===== config.mk =====
export PLATFORM = sky130hd
export DESIGN_NAME = link_reconnect_backoff_supervisor
export DESIGN_NICKNAME = d
export VERILOG_FILES = /design/src/lrbs_pkg.sv /design/src/link_reconnect_backoff_supervisor.sv
export SDC_FILE = /design/constraint.sdc
export NUM_CORES = 1
export LEC_CHECK = 0
export BUFFER_PORTS_ARGS = -buffer_cell sky130_fd_sc_hd__buf_2
export CORE_MARGIN = 5
export CORE_UTILIZATION = 55
export DETAILED_ROUTE_END_ITERATION = 10
export GPL_TIMING_DRIVEN = 0
export PLACE_DENSITY = 0.89
export SLEW_MARGIN = 20
export SYNTH_ARGS = -nofsm -noshare
export SYNTH_HDL_FRONTEND = slang
export SYNTH_SLANG_ARGS = --single-unit

===== constraint.sdc =====
create_clock -name clk -period 8.8 [get_ports clk]
set_clock_uncertainty 0.1 [all_clocks]
set_input_delay 1.76 -clock clk [delete_from_list [all_inputs] [get_ports clk]]
set_output_delay 1.76 -clock clk [all_outputs]
set_load 0.05 [all_outputs]

===== src/lrbs_pkg.sv =====
// Shared types, register codes, reset values and decode functions for the link supervisor.
package lrbs_pkg;

    typedef enum logic [2:0] {
        CMD_CONNECT      = 3'd0,
        CMD_DISCONNECT   = 3'd1,
        CMD_LINK_UP      = 3'd2,
        CMD_LINK_DOWN    = 3'd3,
        CMD_GOT_ADDR     = 3'd4,
        CMD_ADDR_TIMEOUT = 3'd5,
        CMD_RETRY_DUE    = 3'd6
    } cmd_t;

    typedef enum logic [1:0] {
        ST_OK          = 2'd0,
        ST_INVALID     = 2'd1,
        ST_IN_PROGRESS = 2'd2
    } status_t;

    typedef enum logic [1:0] {
        NTF_NONE         = 2'd0,
        NTF_CONNECTED    = 2'd1,
        NTF_DISCONNECTED = 2'd2,
        NTF_GOT_ADDR     = 2'd3
    } notify_t;

    typedef enum logic [3:0] {
        CLS_AUTH      = 4'd0,
        CLS_NO_AP     = 4'd1,
        CLS_ASSOC     = 4'd2,
        CLS_AP_LEFT   = 4'd3,
        CLS_LOST      = 4'd4,
        CLS_HANDSHAKE = 4'd5,
        CLS_ADDR_FAIL = 4'd6,
        CLS_USER      = 4'd7,
        CLS_UNKNOWN   = 4'd8
    } reason_t;

    typedef enum logic [1:0] {
        PH_DOWN       = 2'd0,
        PH_CONNECTING = 2'd1,
        PH_CONNECTED  = 2'd2,
        PH_GOT_ADDR   = 2'd3
    } phase_t;

    // configuration register indexes
    localparam logic [2:0] REG_LINK_ENABLED     = 3'd0;
    localparam logic [2:0] REG_INITIAL_RETRY_MS = 3'd1;
    localparam logic [2:0] REG_MAX_RETRY_MS     = 3'd2;
    localparam logic [2:0] REG_MAX_RETRIES      = 3'd3;
    localparam logic [2:0] REG_ADDR_TIMEOUT_MS  = 3'd4;

    localparam logic        RST_LINK_ENABLED     = 1'b1;
    localparam logic [31:0] RST_INITIAL_RETRY_MS = 32'd1000;
    localparam logic [31:0] RST_MAX_RETRY_MS     = 32'd30000;
    localparam logic [7:0]  RST_MAX_RETRIES      = 8'd5;
    localparam logic [31:0] RST_ADDR_TIMEOUT_MS  = 32'd10000;

    // driver reason code to class
    function automatic reason_t classify(input logic [7:0] code);
        reason_t cls;
        unique case (code) inside
            8'd2, 8'd6, 8'd202:                cls = CLS_AUTH;
            8'd201, 8'd210, 8'd211, 8'd212:    cls = CLS_NO_AP;
            8'd4, 8'd5, 8'd7, 8'd9:            cls = CLS_ASSOC;
            8'd8, 8'd206:                      cls = CLS_AP_LEFT;
            8'd200, 8'd208:                    cls = CLS_LOST;
            8'd14, 8'd15, 8'd16, 8'd17, 8'd204: cls = CLS_HANDSHAKE;
            default:                           cls = CLS_UNKNOWN;
        endcase
        return cls;
    endfunction

    function automatic logic retriable(input reason_t cls);
        logic r;
        case (cls) inside
            CLS_AP_LEFT, CLS_LOST, CLS_HANDSHAKE, CLS_UNKNOWN, CLS_NO_AP: r = 1'b1;
            default: r = 1'b0;
        endcase
        return r;
    endfunction

    // min(first * 2^attempt, cap), with the product taken unbounded
    function automatic logic [31:0] backoff(input logic [31:0] first,
                                            input logic [31:0] cap,
                                            input logic [7:0]  attempt);
        logic [63:0] wide;
        logic [31:0] r;
        wide = {32'd0, first} << attempt[4:0];
        if (attempt[7:5] != 3'd0 && first != 32'd0) begin
            r = cap;
        end else if (wide[63:32] != 32'd0) begin
            r = cap;
        end else if (wide[31:0] > cap) begin
            r = cap;
        end else begin
            r = wide[31:0];
        end
        return r;
    endfunction

endpackage


===== src/link_reconnect_backoff_supervisor.sv =====
// Link reconnect supervisor: event decode, backoff, state and one result register.
// The result of an accepted event is on the output register in the next cycle.
// Throughput: one event per cycle; the result register is the only stage, and an
// event is taken whenever that register is empty or is being emptied.
// Reset (rst_n low, asynchronous): link down, retry count and flags cleared, output
// empty, configuration registers back to 1 / 1000 / 30000 / 5 / 10000.
module link_reconnect_backoff_supervisor (
    input  logic        clk,
    input  logic        rst_n,
    // event request channel
    input  logic        in_valid,
    output logic        in_stall,
    input  logic [2:0]  cmd,
    input  logic [7:0]  reason_code,
    input  logic        start_refused,
    input  logic [31:0] addr_value,
    // result request channel
    output logic        out_valid,
    input  logic        out_stall,
    output logic [1:0]  call_status,
    output logic        start_link,
    output logic        drop_link,
    output logic        arm_retry,
    output logic        arm_addr_timer,
    output logic        cancel_retry,
    output logic        cancel_addr_timer,
    output logic [31:0] timer_ms,
    output logic [1:0]  notify,
    output logic [3:0]  reason_class,
    output logic [1:0]  link_state,
    output logic [31:0] addr_out,
    // configuration write channel
    input  logic        cfg_valid,
    output logic        cfg_ready,
    input  logic [2:0]  cfg_index,
    input  logic [31:0] cfg_data
);

    // ---------------- configuration registers ----------------
    logic        link_enabled_reg;
    logic [31:0] initial_retry_ms_reg;
    logic [31:0] max_retry_ms_reg;
    logic [7:0]  max_retries_reg;
    logic [31:0] addr_timeout_ms_reg;

    assign cfg_ready = 1'b1;

    always_ff @(posedge clk or negedge rst_n)
    begin
        if (!rst_n)
        begin
            link_enabled_reg     <= lrbs_pkg::RST_LINK_ENABLED;
            initial_retry_ms_reg <= lrbs_pkg::RST_INITIAL_RETRY_MS;
            max_retry_ms_reg     <= lrbs_pkg::RST_MAX_RETRY_MS;
            max_retries_reg      <= lrbs_pkg::RST_MAX_RETRIES;
            addr_timeout_ms_reg  <= lrbs_pkg::RST_ADDR_TIMEOUT_MS;
        end
        else if (cfg_valid && cfg_ready)
        begin
            unique case (cfg_index)
                lrbs_pkg::REG_LINK_ENABLED:     link_enabled_reg     <= cfg_data[0];
                lrbs_pkg::REG_INITIAL_RETRY_MS: initial_retry_ms_reg <= cfg_data;
                lrbs_pkg::REG_MAX_RETRY_MS:     max_retry_ms_reg     <= cfg_data;
                lrbs_pkg::REG_MAX_RETRIES:      max_retries_reg      <= cfg_data[7:0];
                lrbs_pkg::REG_ADDR_TIMEOUT_MS:  addr_timeout_ms_reg  <= cfg_data;
                default: ;  // writes past the register list are dropped
            endcase
        end
    end

    // ---------------- supervisor state ----------------
    lrbs_pkg::phase_t phase_reg, phase_next;
    logic [7:0]       retry_count_reg, retry_count_next;
    logic             has_target_reg, has_target_next;
    logic             user_dropped_reg, user_dropped_next;
    logic             swallow_echo_reg, swallow_echo_next;

    // result fields for the event at the input
    lrbs_pkg::status_t r_status;
    logic              r_start, r_drop, r_arm_retry, r_arm_addr;
    logic              r_cancel_retry, r_cancel_addr;
    logic [31:0]       r_timer;
    lrbs_pkg::notify_t r_notify;
    lrbs_pkg::reason_t r_class;
    logic [31:0]       r_addr;

    // output register
    logic              out_valid_reg;
    lrbs_pkg::status_t status_reg;
    logic              start_reg, drop_reg, arm_retry_reg, arm_addr_reg;
    logic              cancel_retry_reg, cancel_addr_reg;
    logic [31:0]       timer_reg;
    lrbs_pkg::notify_t notify_reg;
    lrbs_pkg::reason_t class_reg;
    lrbs_pkg::phase_t  state_reg;
    logic [31:0]       addr_reg;

    logic accept;

    // take a new event whenever the result slot is free or draining this cycle
    assign in_stall = out_valid_reg && out_stall;
    assign accept   = in_valid && !in_stall;

    lrbs_pkg::reason_t down_class;
    logic              retry_ok;
    logic [31:0]       backoff_ms;

    assign down_class = lrbs_pkg::classify(reason_code);
    assign retry_ok   = lrbs_pkg::retriable(down_class) && has_target_reg &&
                        (max_retries_reg != 8'd0) && (retry_count_reg < max_retries_reg);
    assign backoff_ms = lrbs_pkg::backoff(initial_retry_ms_reg, max_retry_ms_reg,
                                          retry_count_reg);

    always_comb
    begin
        phase_next        = phase_reg;
        retry_count_next  = retry_count_reg;
        has_target_next   = has_target_reg;
        user_dropped_next = user_dropped_reg;
        swallow_echo_next = swallow_echo_reg;

        r_status       = lrbs_pkg::ST_OK;
        r_start        = 1'b0;
        r_drop         = 1'b0;
        r_arm_retry    = 1'b0;
        r_arm_addr     = 1'b0;
        r_cancel_retry = 1'b0;
        r_cancel_addr  = 1'b0;
        r_timer        = 32'd0;
        r_notify       = lrbs_pkg::NTF_NONE;
        r_class        = lrbs_pkg::CLS_AUTH;
        r_addr         = 32'd0;

        case (lrbs_pkg::cmd_t'(cmd))
            lrbs_pkg::CMD_CONNECT:
            begin
                if (!link_enabled_reg)
                begin
                    r_status = lrbs_pkg::ST_INVALID;
                end
                else if (phase_reg == lrbs_pkg::PH_CONNECTING)
                begin
                    r_status = lrbs_pkg::ST_IN_PROGRESS;
                end
                else
                begin
                    has_target_next   = 1'b1;
                    retry_count_next  = 8'd0;
                    user_dropped_next = 1'b0;
                    phase_next        = lrbs_pkg::PH_CONNECTING;
                    r_start           = 1'b1;
                    if (start_refused)
                    begin
                        // refused start fails fast
                        phase_next = lrbs_pkg::PH_DOWN;
                        r_notify   = lrbs_pkg::NTF_DISCONNECTED;
                        r_class    = lrbs_pkg::CLS_UNKNOWN;
                    end
                end
            end
            lrbs_pkg::CMD_DISCONNECT:
            begin
                user_dropped_next = 1'b1;
                r_cancel_retry    = 1'b1;
                r_cancel_addr     = 1'b1;
                phase_next        = lrbs_pkg::PH_DOWN;
                retry_count_next  = 8'd0;
                if (phase_reg != lrbs_pkg::PH_DOWN)
                begin
                    r_drop   = 1'b1;
                    r_notify = lrbs_pkg::NTF_DISCONNECTED;
                    r_class  = lrbs_pkg::CLS_USER;
                end
            end
            lrbs_pkg::CMD_LINK_UP:
            begin
                phase_next = lrbs_pkg::PH_CONNECTED;
                r_arm_addr = 1'b1;
                r_timer    = addr_timeout_ms_reg;
                r_notify   = lrbs_pkg::NTF_CONNECTED;
            end
            lrbs_pkg::CMD_LINK_DOWN:
            begin
                if (swallow_echo_reg)
                begin
                    // echo of our own drop after an address timeout
                    swallow_echo_next = 1'b0;
                end
                else if (user_dropped_reg)
                begin
                    r_cancel_addr     = 1'b1;
                    user_dropped_next = 1'b0;
                    phase_next        = lrbs_pkg::PH_DOWN;
                end
                else if (retry_ok)
                begin
                    r_cancel_addr    = 1'b1;
                    r_arm_retry      = 1'b1;
                    r_timer          = backoff_ms;
                    retry_count_next = retry_count_reg + 8'd1;
                    phase_next       = lrbs_pkg::PH_CONNECTING;
                end
                else
                begin
                    r_cancel_addr    = 1'b1;
                    phase_next       = lrbs_pkg::PH_DOWN;
                    retry_count_next = 8'd0;
                    r_notify         = lrbs_pkg::NTF_DISCONNECTED;
                    r_class          = down_class;
                end
            end
            lrbs_pkg::CMD_GOT_ADDR:
            begin
                r_cancel_addr    = 1'b1;
                phase_next       = lrbs_pkg::PH_GOT_ADDR;
                retry_count_next = 8'd0;
                r_notify         = lrbs_pkg::NTF_GOT_ADDR;
                r_addr           = addr_value;
            end
            lrbs_pkg::CMD_ADDR_TIMEOUT:
            begin
                if (phase_reg == lrbs_pkg::PH_CONNECTED)
                begin
                    swallow_echo_next = 1'b1;
                    r_drop            = 1'b1;
                    phase_next        = lrbs_pkg::PH_DOWN;
                    retry_count_next  = 8'd0;
                    r_notify          = lrbs_pkg::NTF_DISCONNECTED;
                    r_class           = lrbs_pkg::CLS_ADDR_FAIL;
                end
            end
            lrbs_pkg::CMD_RETRY_DUE:
            begin
                if (!user_dropped_reg && phase_reg == lrbs_pkg::PH_CONNECTING)
                begin
                    r_start = 1'b1;
                    if (start_refused)
                    begin
                        phase_next       = lrbs_pkg::PH_DOWN;
                        retry_count_next = 8'd0;
                        r_notify         = lrbs_pkg::NTF_DISCONNECTED;
                        r_class          = lrbs_pkg::CLS_UNKNOWN;
                    end
                end
            end
            default: ;  // unused code: state holds, result carries only the phase
        endcase
    end

    always_ff @(posedge clk or negedge rst_n)
    begin
        if (!rst_n)
        begin
            phase_reg        <= lrbs_pkg::PH_DOWN;
            retry_count_reg  <= 8'd0;
            has_target_reg   <= 1'b0;
            user_dropped_reg <= 1'b0;
            swallow_echo_reg <= 1'b0;
            out_valid_reg    <= 1'b0;
        end
        else
        begin
            if (accept)
            begin
                phase_reg        <= phase_next;
                retry_count_reg  <= retry_count_next;
                has_target_reg   <= has_target_next;
                user_dropped_reg <= user_dropped_next;
                swallow_echo_reg <= swallow_echo_next;
                out_valid_reg    <= 1'b1;
            end
            else if (!out_stall)
            begin
                out_valid_reg <= 1'b0;
            end
        end
    end

    // result payload, loaded with each accepted event
    always_ff @(posedge clk)
    begin
        if (accept)
        begin
            status_reg       <= r_status;
            start_reg        <= r_start;
            drop_reg         <= r_drop;
            arm_retry_reg    <= r_arm_retry;
            arm_addr_reg     <= r_arm_addr;
            cancel_retry_reg <= r_cancel_retry;
            cancel_addr_reg  <= r_cancel_addr;
            timer_reg        <= r_timer;
            notify_reg       <= r_notify;
            class_reg        <= r_class;
            state_reg        <= phase_next;
            addr_reg         <= r_addr;
        end
    end

    assign out_valid         = out_valid_reg;
    assign call_status       = status_reg;
    assign start_link        = start_reg;
    assign drop_link         = drop_reg;
    assign arm_retry         = arm_retry_reg;
    assign arm_addr_timer    = arm_addr_reg;
    assign cancel_retry      = cancel_retry_reg;
    assign cancel_addr_timer = cancel_addr_reg;
    assign timer_ms          = timer_reg;
    assign notify            = notify_reg;
    assign reason_class      = class_reg;
    assign link_state        = state_reg;
    assign addr_out          = addr_reg;

    // ---------------- checks ----------------
    // an event is held off only while a result waits
    a_stall_only_when_full: assert property (@(posedge clk) disable iff (!rst_n)
        in_stall |-> out_valid_reg)
        else $error("input stalled with empty result register");

    // a retry arm always leaves the link connecting
    a_retry_phase: assert property (@(posedge clk) disable iff (!rst_n)
        (out_valid_reg && arm_retry_reg) |-> (state_reg == lrbs_pkg::PH_CONNECTING))
        else $error("retry armed outside connecting phase");

    // a reason class is reported only with a disconnect notification
    a_class_with_notify: assert property (@(posedge clk) disable iff (!rst_n)
        (out_valid_reg && class_reg != lrbs_pkg::CLS_AUTH)
            |-> (notify_reg == lrbs_pkg::NTF_DISCONNECTED))
        else $error("reason class without disconnect notification");

    // a refused connect call has no side effects
    a_status_no_action: assert property (@(posedge clk) disable iff (!rst_n)
        (out_valid_reg && status_reg != lrbs_pkg::ST_OK)
            |-> (!start_reg && !drop_reg && notify_reg == lrbs_pkg::NTF_NONE))
        else $error("action issued with failed call status");

endmodule

Word level (Yosys, flattened, before mapping)
Cells that the tools add are included.

storage, ports and cells
  flip-flop bits (word level) = 199
  input bits = 84

cells by class
  add/subtract/negate cells = 1
  order comparisons = 2
  equality and inequality tests = 45
  shift-type cells = 1
  multiplexer cells = 70
  bitwise logic cells = 2
  reduce and logical (&&, ||, !) cells = 38

operators with widths
  cell                                                                    count
  32-bit 2-to-1 mux                                                       6
  8-bit equality test (second input constant)                             9
  8-bit 2-to-1 mux                                                        8
  32-bit case mux with 2 select lines                                     1
  32-bit nonzero test                                                     2
  32-bit by 5-bit left shift with 64-bit output                           1
  8-bit case mux with 5 select lines                                      1
  8-bit by 3-bit equality test with 1-bit output (second input constant)  4
  8-bit by 4-bit equality test with 1-bit output (second input constant)  4
  32-bit > comparator                                                     1
  2-bit 2-to-1 mux                                                        16
  4-bit 2-to-1 mux                                                        7
  2-bit case mux with 7 select lines                                      2
  4-bit case mux with 6 select lines                                      1
  1-bit 2-to-1 mux                                                        20
  4-bit case mux with 5 select lines                                      1
  8-bit by 5-bit equality test with 1-bit output (second input constant)  2
  2-bit != test (second input constant)                                   7
  3-bit by 2-bit equality test with 1-bit output (second input constant)  4
  3-bit equality test (second input constant)                             4
  2-bit AND reduction                                                     6
  5-bit OR reduction                                                      2
  9-bit AND reduction                                                     1
  8-bit by 1-bit adder with 8-bit output (second input constant)          1
  other kinds (27)                                                        48

Depth between registers and ports, before layout
  word-level depth = 13
  depth in mapped cells = 21

Least setup slack after synthesis
OpenSTA, ideal clock, no wires.

  kind = input to register
  start point = input out_stall
  end point = register retry_count_reg[3]
  arrival time = 5215 ps
  path slack = 3361 ps
  stages = 7
  path through = nand2_1 > nand2_1 > clkinv_1 > o2111ai_1 > nor3_1 > and3_1 > a211o_1

on the way
  cells in the longest elaborated chain, start to end = 4

RTL lines
  element                               RTL line                                  text
  from (decl)                           link_reconnect_backoff_supervisor.sv:19   input logic out_stall,
  1-bit logical AND                     link_reconnect_backoff_supervisor.sv:101  assign in_stall = out_valid_reg && out_stall;
  1-bit zero test                       link_reconnect_backoff_supervisor.sv:102  assign accept = in_valid && !in_stall;
  1-bit logical AND                     link_reconnect_backoff_supervisor.sv:102
  net accept                            link_reconnect_backoff_supervisor.sv:98   logic accept;
  9-bit AND reduction (no source line)  --
  to (signal assigned)                  link_reconnect_backoff_supervisor.sv:266  retry_count_reg <= retry_count_next;
  to (decl)                             link_reconnect_backoff_supervisor.sv:73   logic [7:0] retry_count_reg, retry_count_next;

The timed path passes the listed nets, and every way through them passes these cells.
A chain may end at the register's enable or synchronous reset.

Final worst setup path
  start point = register retry_count_reg[1]
  end point = register timer_reg[31] (netlist: timer_ms[31]), data pin

on the way
  cells in the longest elaborated chain, start to end = 9

RTL lines
  element                                        RTL line                                  text
  32-bit by 5-bit left shift with 64-bit output  lrbs_pkg.sv:89                            wide = {32'd0, first} << attempt[4:0];
  32-bit > comparator                            lrbs_pkg.sv:94                            end else if (wide[31:0] > cap) begin
  32-bit 2-to-1 mux                              lrbs_pkg.sv:94
  32-bit 2-to-1 mux                              lrbs_pkg.sv:92                            end else if (wide[63:32] != 32'd0) begin
  32-bit 2-to-1 mux                              lrbs_pkg.sv:90                            if (attempt[7:5] != 3'd0 && first != 32'd0) begin
  32-bit 2-to-1 mux *                            link_reconnect_backoff_supervisor.sv:195  else if (retry_ok)
  32-bit 2-to-1 mux *                            link_reconnect_backoff_supervisor.sv:189  else if (user_dropped_reg)
  32-bit 2-to-1 mux *                            link_reconnect_backoff_supervisor.sv:184  if (swallow_echo_reg)
  32-bit case mux with 2 select lines *          link_reconnect_backoff_supervisor.sv:134  case (lrbs_pkg::cmd_t'(cmd))
  net r_timer[31]                                link_reconnect_backoff_supervisor.sv:82   logic [31:0] r_timer;
  to (signal assigned)                           link_reconnect_backoff_supervisor.sv:291  timer_reg <= r_timer;
  to (decl)                                      link_reconnect_backoff_supervisor.sv:92   logic [31:0] timer_reg;

Mark *: on every way through the listed nets, which the timed path passes. The rest lies on a longest branch.

==> summary.md <==
| Metric | Value |
|---|---|
| Status | `completed` |
| Unrepaired setup endpoints after global routing | `false` |
| Leakage dissipation | `approximately 5.9 nW` |
| Part of the cycle the worst path needs | `between 60% and 70%` |
| Final Routed Wirelength | `~34 mm` |
| Post-detailed-route count of antenna-violating nets | `0` |
| Max-slew violation count | `0` |
| Largest net degree at the start of global routing | `87` |
| CTS Hold Buffers Added | `0` |
| Most common cell on crit path | `sky130_fd_sc_hd__buf_2` |
| Area of the mapped netlist | `approximately 12000 sq um` |
| Required time of the worst setup path | `about 9 ns` |
| Via count of the routed design | `9959` |
| Synthesized area per cell | `about 11 sq um` |
| Post-DP HPWL | `about 26 mm` |
| GR Overflow Total | `0` |
| Worst hold margin | `slightly below 0.4 ns` |
| Crit-path max cell delay | `about 0.54 ns` |
| Iter 0 DRT Violations | `about 960` |
| # setup viols final | `0` |
| Highest clock frequency the design can meet | `about 0.18 GHz` |
| Clk_lat worst skew | `approximately 0.45 ns` |
| Via count of the first global-routing pass | `roughly 9700` |
| Measured slew at the worst slew-check pin | `roughly 0.91 ns` |
| Crit start category | `flop` |
| Part of the total power dissipated in the clock network | `about 28%` |
| Setup Slack @ Placement | `3.45 ns` |
| Post-Place Cell Area | `around 13000 sq um` |
| H-tree Lvls | `4` |
| Setup total negative slack | `0 ns` |
| Fraction of the yosys area taken by sequential cells | `between 40% and 50%` |
| CP Cell Sequence | `buf_2, buf_6, buf_4, buf_2, nand3b_1, o21ai_0, mux2i_1, nand2_1, o21ai_0, nor2_1, ha_1, nand4_1, nor4_1, a21boi_0, o41ai_1, o211a_1, o21ai_2, buf_2, buf_2, o31ai_1, o21ai_1` |
| Die area | `24400 sq um` |
| Most common library cell in the layout ignoring fill and taps | `sky130_fd_sc_hd__buf_2` |
| Number of top-level pins | `between 150 and 200` |
| Final Cell Area | `around 14000 sq um` |
| Clock-pin slew reported for the worst setup and hold paths after clock tree synthesis | `0.08 ns` |
| Final weighted congestion in routability-driven placement | `approximately 1` |
| TritonCTS clock tree | `built` |
| Type of the tightest min-delay check | `flop to flop` |
| Number of library cell types mapped by synthesis | `a little under 80` |
| Initial antenna violation count | `2` |
| Aggregate global-route resource usage | `between 20 and 30%` |
| Async set-reset flop share out of synthesis | `approximately 60%` |
| Total of flip-flops plus latches after synthesis | `slightly below 200` |
| Via density per instance | `6.30` |
| Number of clock sinks seen by CTS | `199` |
| Endpoints failing hold | `0` |
| Kind of end point of the critical path | `flop` |
| Max_slew headroom | `39.2%` |
| Area of the core | `between 20000 and 25000 sq um` |
| Switch share | `37.0%` |
| Part of the total power dissipated in combinational logic | `around 30%` |
| Warning count from the yosys run | `0` |
| Number of gates given a new drive strength after cts | `0` |
| Worst-case clock buffer depth | `2` |
| Maximum fanout along the worst path | `10` |
| First-pass GRT wire length | `about 53 mm` |
| DRC | `0` |
| Number of search-and-repair iterations in the first detailed-routing pass | `8` |
| Type of the worst setup path | `flop to flop` |
| Switching power summed over all nets | `around 1.1 mW` |
| Nets | `approximately 1400` |
| Width of the die | `roughly 160 um` |
| EDFF count, synth | `80` |
| Flop pwr share | `between 40% and 50%` |
| Max-cap violations | `0` |
| Fraction of layout cells with a size suffix above 1 | `between 20% and 30%` |
| Filler Cell Count | `approximately 1600` |
| Core Rows | `53` |
| Count of buffers from port buffering | `about 160` |
| Mapped Nets | `around 1200` |
| Clk root buf | `sky130_fd_sc_hd__clkbuf_16` |
| Fin worst setup slack | `3.18 ns` |
| Routed wire per std cell | `about 22 um` |
| Syn Inst Count | `approximately 1100` |
| Data arrival time of the worst path | `between 5 and 6 ns` |
| Commonest cells after routing, fill and taps aside | `172 x sky130_fd_sc_hd__buf_2, 138 x sky130_fd_sc_hd__nand2_1, 98 x sky130_fd_sc_hd__dfrtp_1` |
| Min cycle time layout | `around 5.6 ns` |
| Total power of the final layout | `just under 3 mW` |
| Total setup buffers inserted after CTS | `0` |
| Power Internal | `between 1.5 and 2 mW` |
| Most used flip-flop cell after synthesis | `sky130_fd_sc_hd__dfrtp_1` |
| Library cell contributing the largest single delay on the critical path | `sky130_fd_sc_hd__dfrtp_1` |
| CTS buffer count | `17` |
| Peak supply drop | `~110 uV` |
| Die outline height | `about 160 um` |
| Power density of the placed cells | `~220 nW/um^2` |
| Initial Utilization | `between 50% and 60%` |
| Layout overhead on the synthesized area | `15.7%` |
==> Yosys cell counts, drive strengths merged, types with 4 or more instances <==
| master | number | area, sq um |
|---|---|---|
| a211o | 4 | 35.0 |
| a21o | 6 | 45.0 |
| a21oi | 60 | 304 |
| a221oi | 4 | 35.0 |
| a31oi | 7 | 43.8 |
| and2 | 6 | 40.0 |
| and3 | 42 | 263 |
| and4 | 6 | 52.6 |
| buf | 31 | 209 |
| clkbuf | 42 | 159 |
| dfrtp | 98 | 2450 |
| dfstp | 21 | 552 |
| edfxtp | 80 | 2400 |
| ha | 40 | 500 |
| inv | 54 | 203 |
| mux2 | 88 | 991 |
| mux2i | 46 | 460 |
| mux4 | 21 | 473 |
| nand2 | 138 | 518 |
| nand2b | 7 | 43.8 |
| nand3 | 16 | 80.1 |
| nand4 | 12 | 75.1 |
| nor2 | 48 | 180 |
| nor2b | 10 | 62.6 |
| nor3 | 10 | 50.1 |
| nor4 | 13 | 81.3 |
| o211ai | 18 | 190 |
| o21a | 6 | 45.0 |
| o21ai | 81 | 424 |
| o22ai | 8 | 50.1 |
| o31ai | 17 | 133 |
| or3 | 6 | 37.5 |
| or4 | 18 | 143 |
==> cell type report <==
| type | instances | area [sq um] | area share (%) |
|---|---|---|---|
| Antenna cell | 1 | 2.50 | 0.0184 |
| Buffer | 73 | 368 | 2.71 |
| Clock buffer | 17 | 425 | 3.13 |
| Clock inverter | 15 | 216 | 1.59 |
| Inverter | 55 | 211 | 1.56 |
| Multi-Input combinational cell | 784 | 5750 | 42.4 |
| Sequential cell | 199 | 5410 | 39.8 |
| Tap cell | 275 | 344 | 2.54 |
| Timing Repair Buffer | 163 | 845 | 6.22 |
==> power groups by stage <==
stage / Combinational [mW] / Clock (mW) / Sequential [mW]
6_report: 0.887 / 0.840 / 1.24
5_1_grt: 0.962 / 0.887 / 1.25
4_1_cts: 0.869 / 0.844 / 1.23
3_5_place_dp: 0.856 / 0 / 1.25
3_3_place_gp: 0.828 / 0 / 1.25
2_1_floorplan: 0.546 / 0 / 1.30
==> critical path, delay by kind of cell, from the launching register on <==
family | cells | cell delay (ns)
buf+inv | 6 | 1.59
fa+ha+maj | 1 | 0.32
flops | 1 | 0.54
compound gates | 8 | 1.59
mux | 1 | 0.42
simple gates | 5 | 0.87
==> path summary, 6_finish.rpt <==
kind                                     from                      end  slack (ns)  cells after the start
hold / removal                 has_target_reg           has_target_reg        0.39                      1
setup reg to reg           retry_count_reg[1]             timer_ms[31]        3.18                     21
setup / recovery           retry_count_reg[1]             timer_ms[31]        3.18                     21
max in group asynchronous               rst_n  initial_retry_ms_reg[7]        6.71                      2
min in group asynchronous               rst_n  addr_timeout_ms_reg[16]        1.12                      1
hold reg to reg                has_target_reg           has_target_reg        0.39                      1
==> stage by stage <==
step	std cells	util, %
after floorplan	1111	-
after detailed placement	1549	61.5
final	1582	64.6
after global routing	1581	64.5
after CTS	1581	64.5
after global placement	1548	61.3
==> logic make-up after synthesis <==
| kind of cell | Yosys count | synth area share, % |
|---|---|---|
| other | 1 | 0.0320 |
| flip-flops | 199 | 46.1 |
| buffers and inverters | 128 | 4.89 |
| adder cells (fa/ha/maj) | 40 | 4.27 |
| AO/OA/AOI/OAI | 242 | 13.5 |
| multiplexers | 155 | 16.4 |
| XOR/XNOR | 3 | 0.224 |
| AND/OR/NAND/NOR | 343 | 14.7 |
==> routing by layer <==
metal	global-route usage, %	vias up	share of wire [%]
met5	0	-	0
met4	8.50	0	2.5
met3	7.38	76	10
met2	45.0	495	48
met1	36.7	4902	39
li1	-	4486	-
No activity file was read; power rests on OpenSTA's default activity.
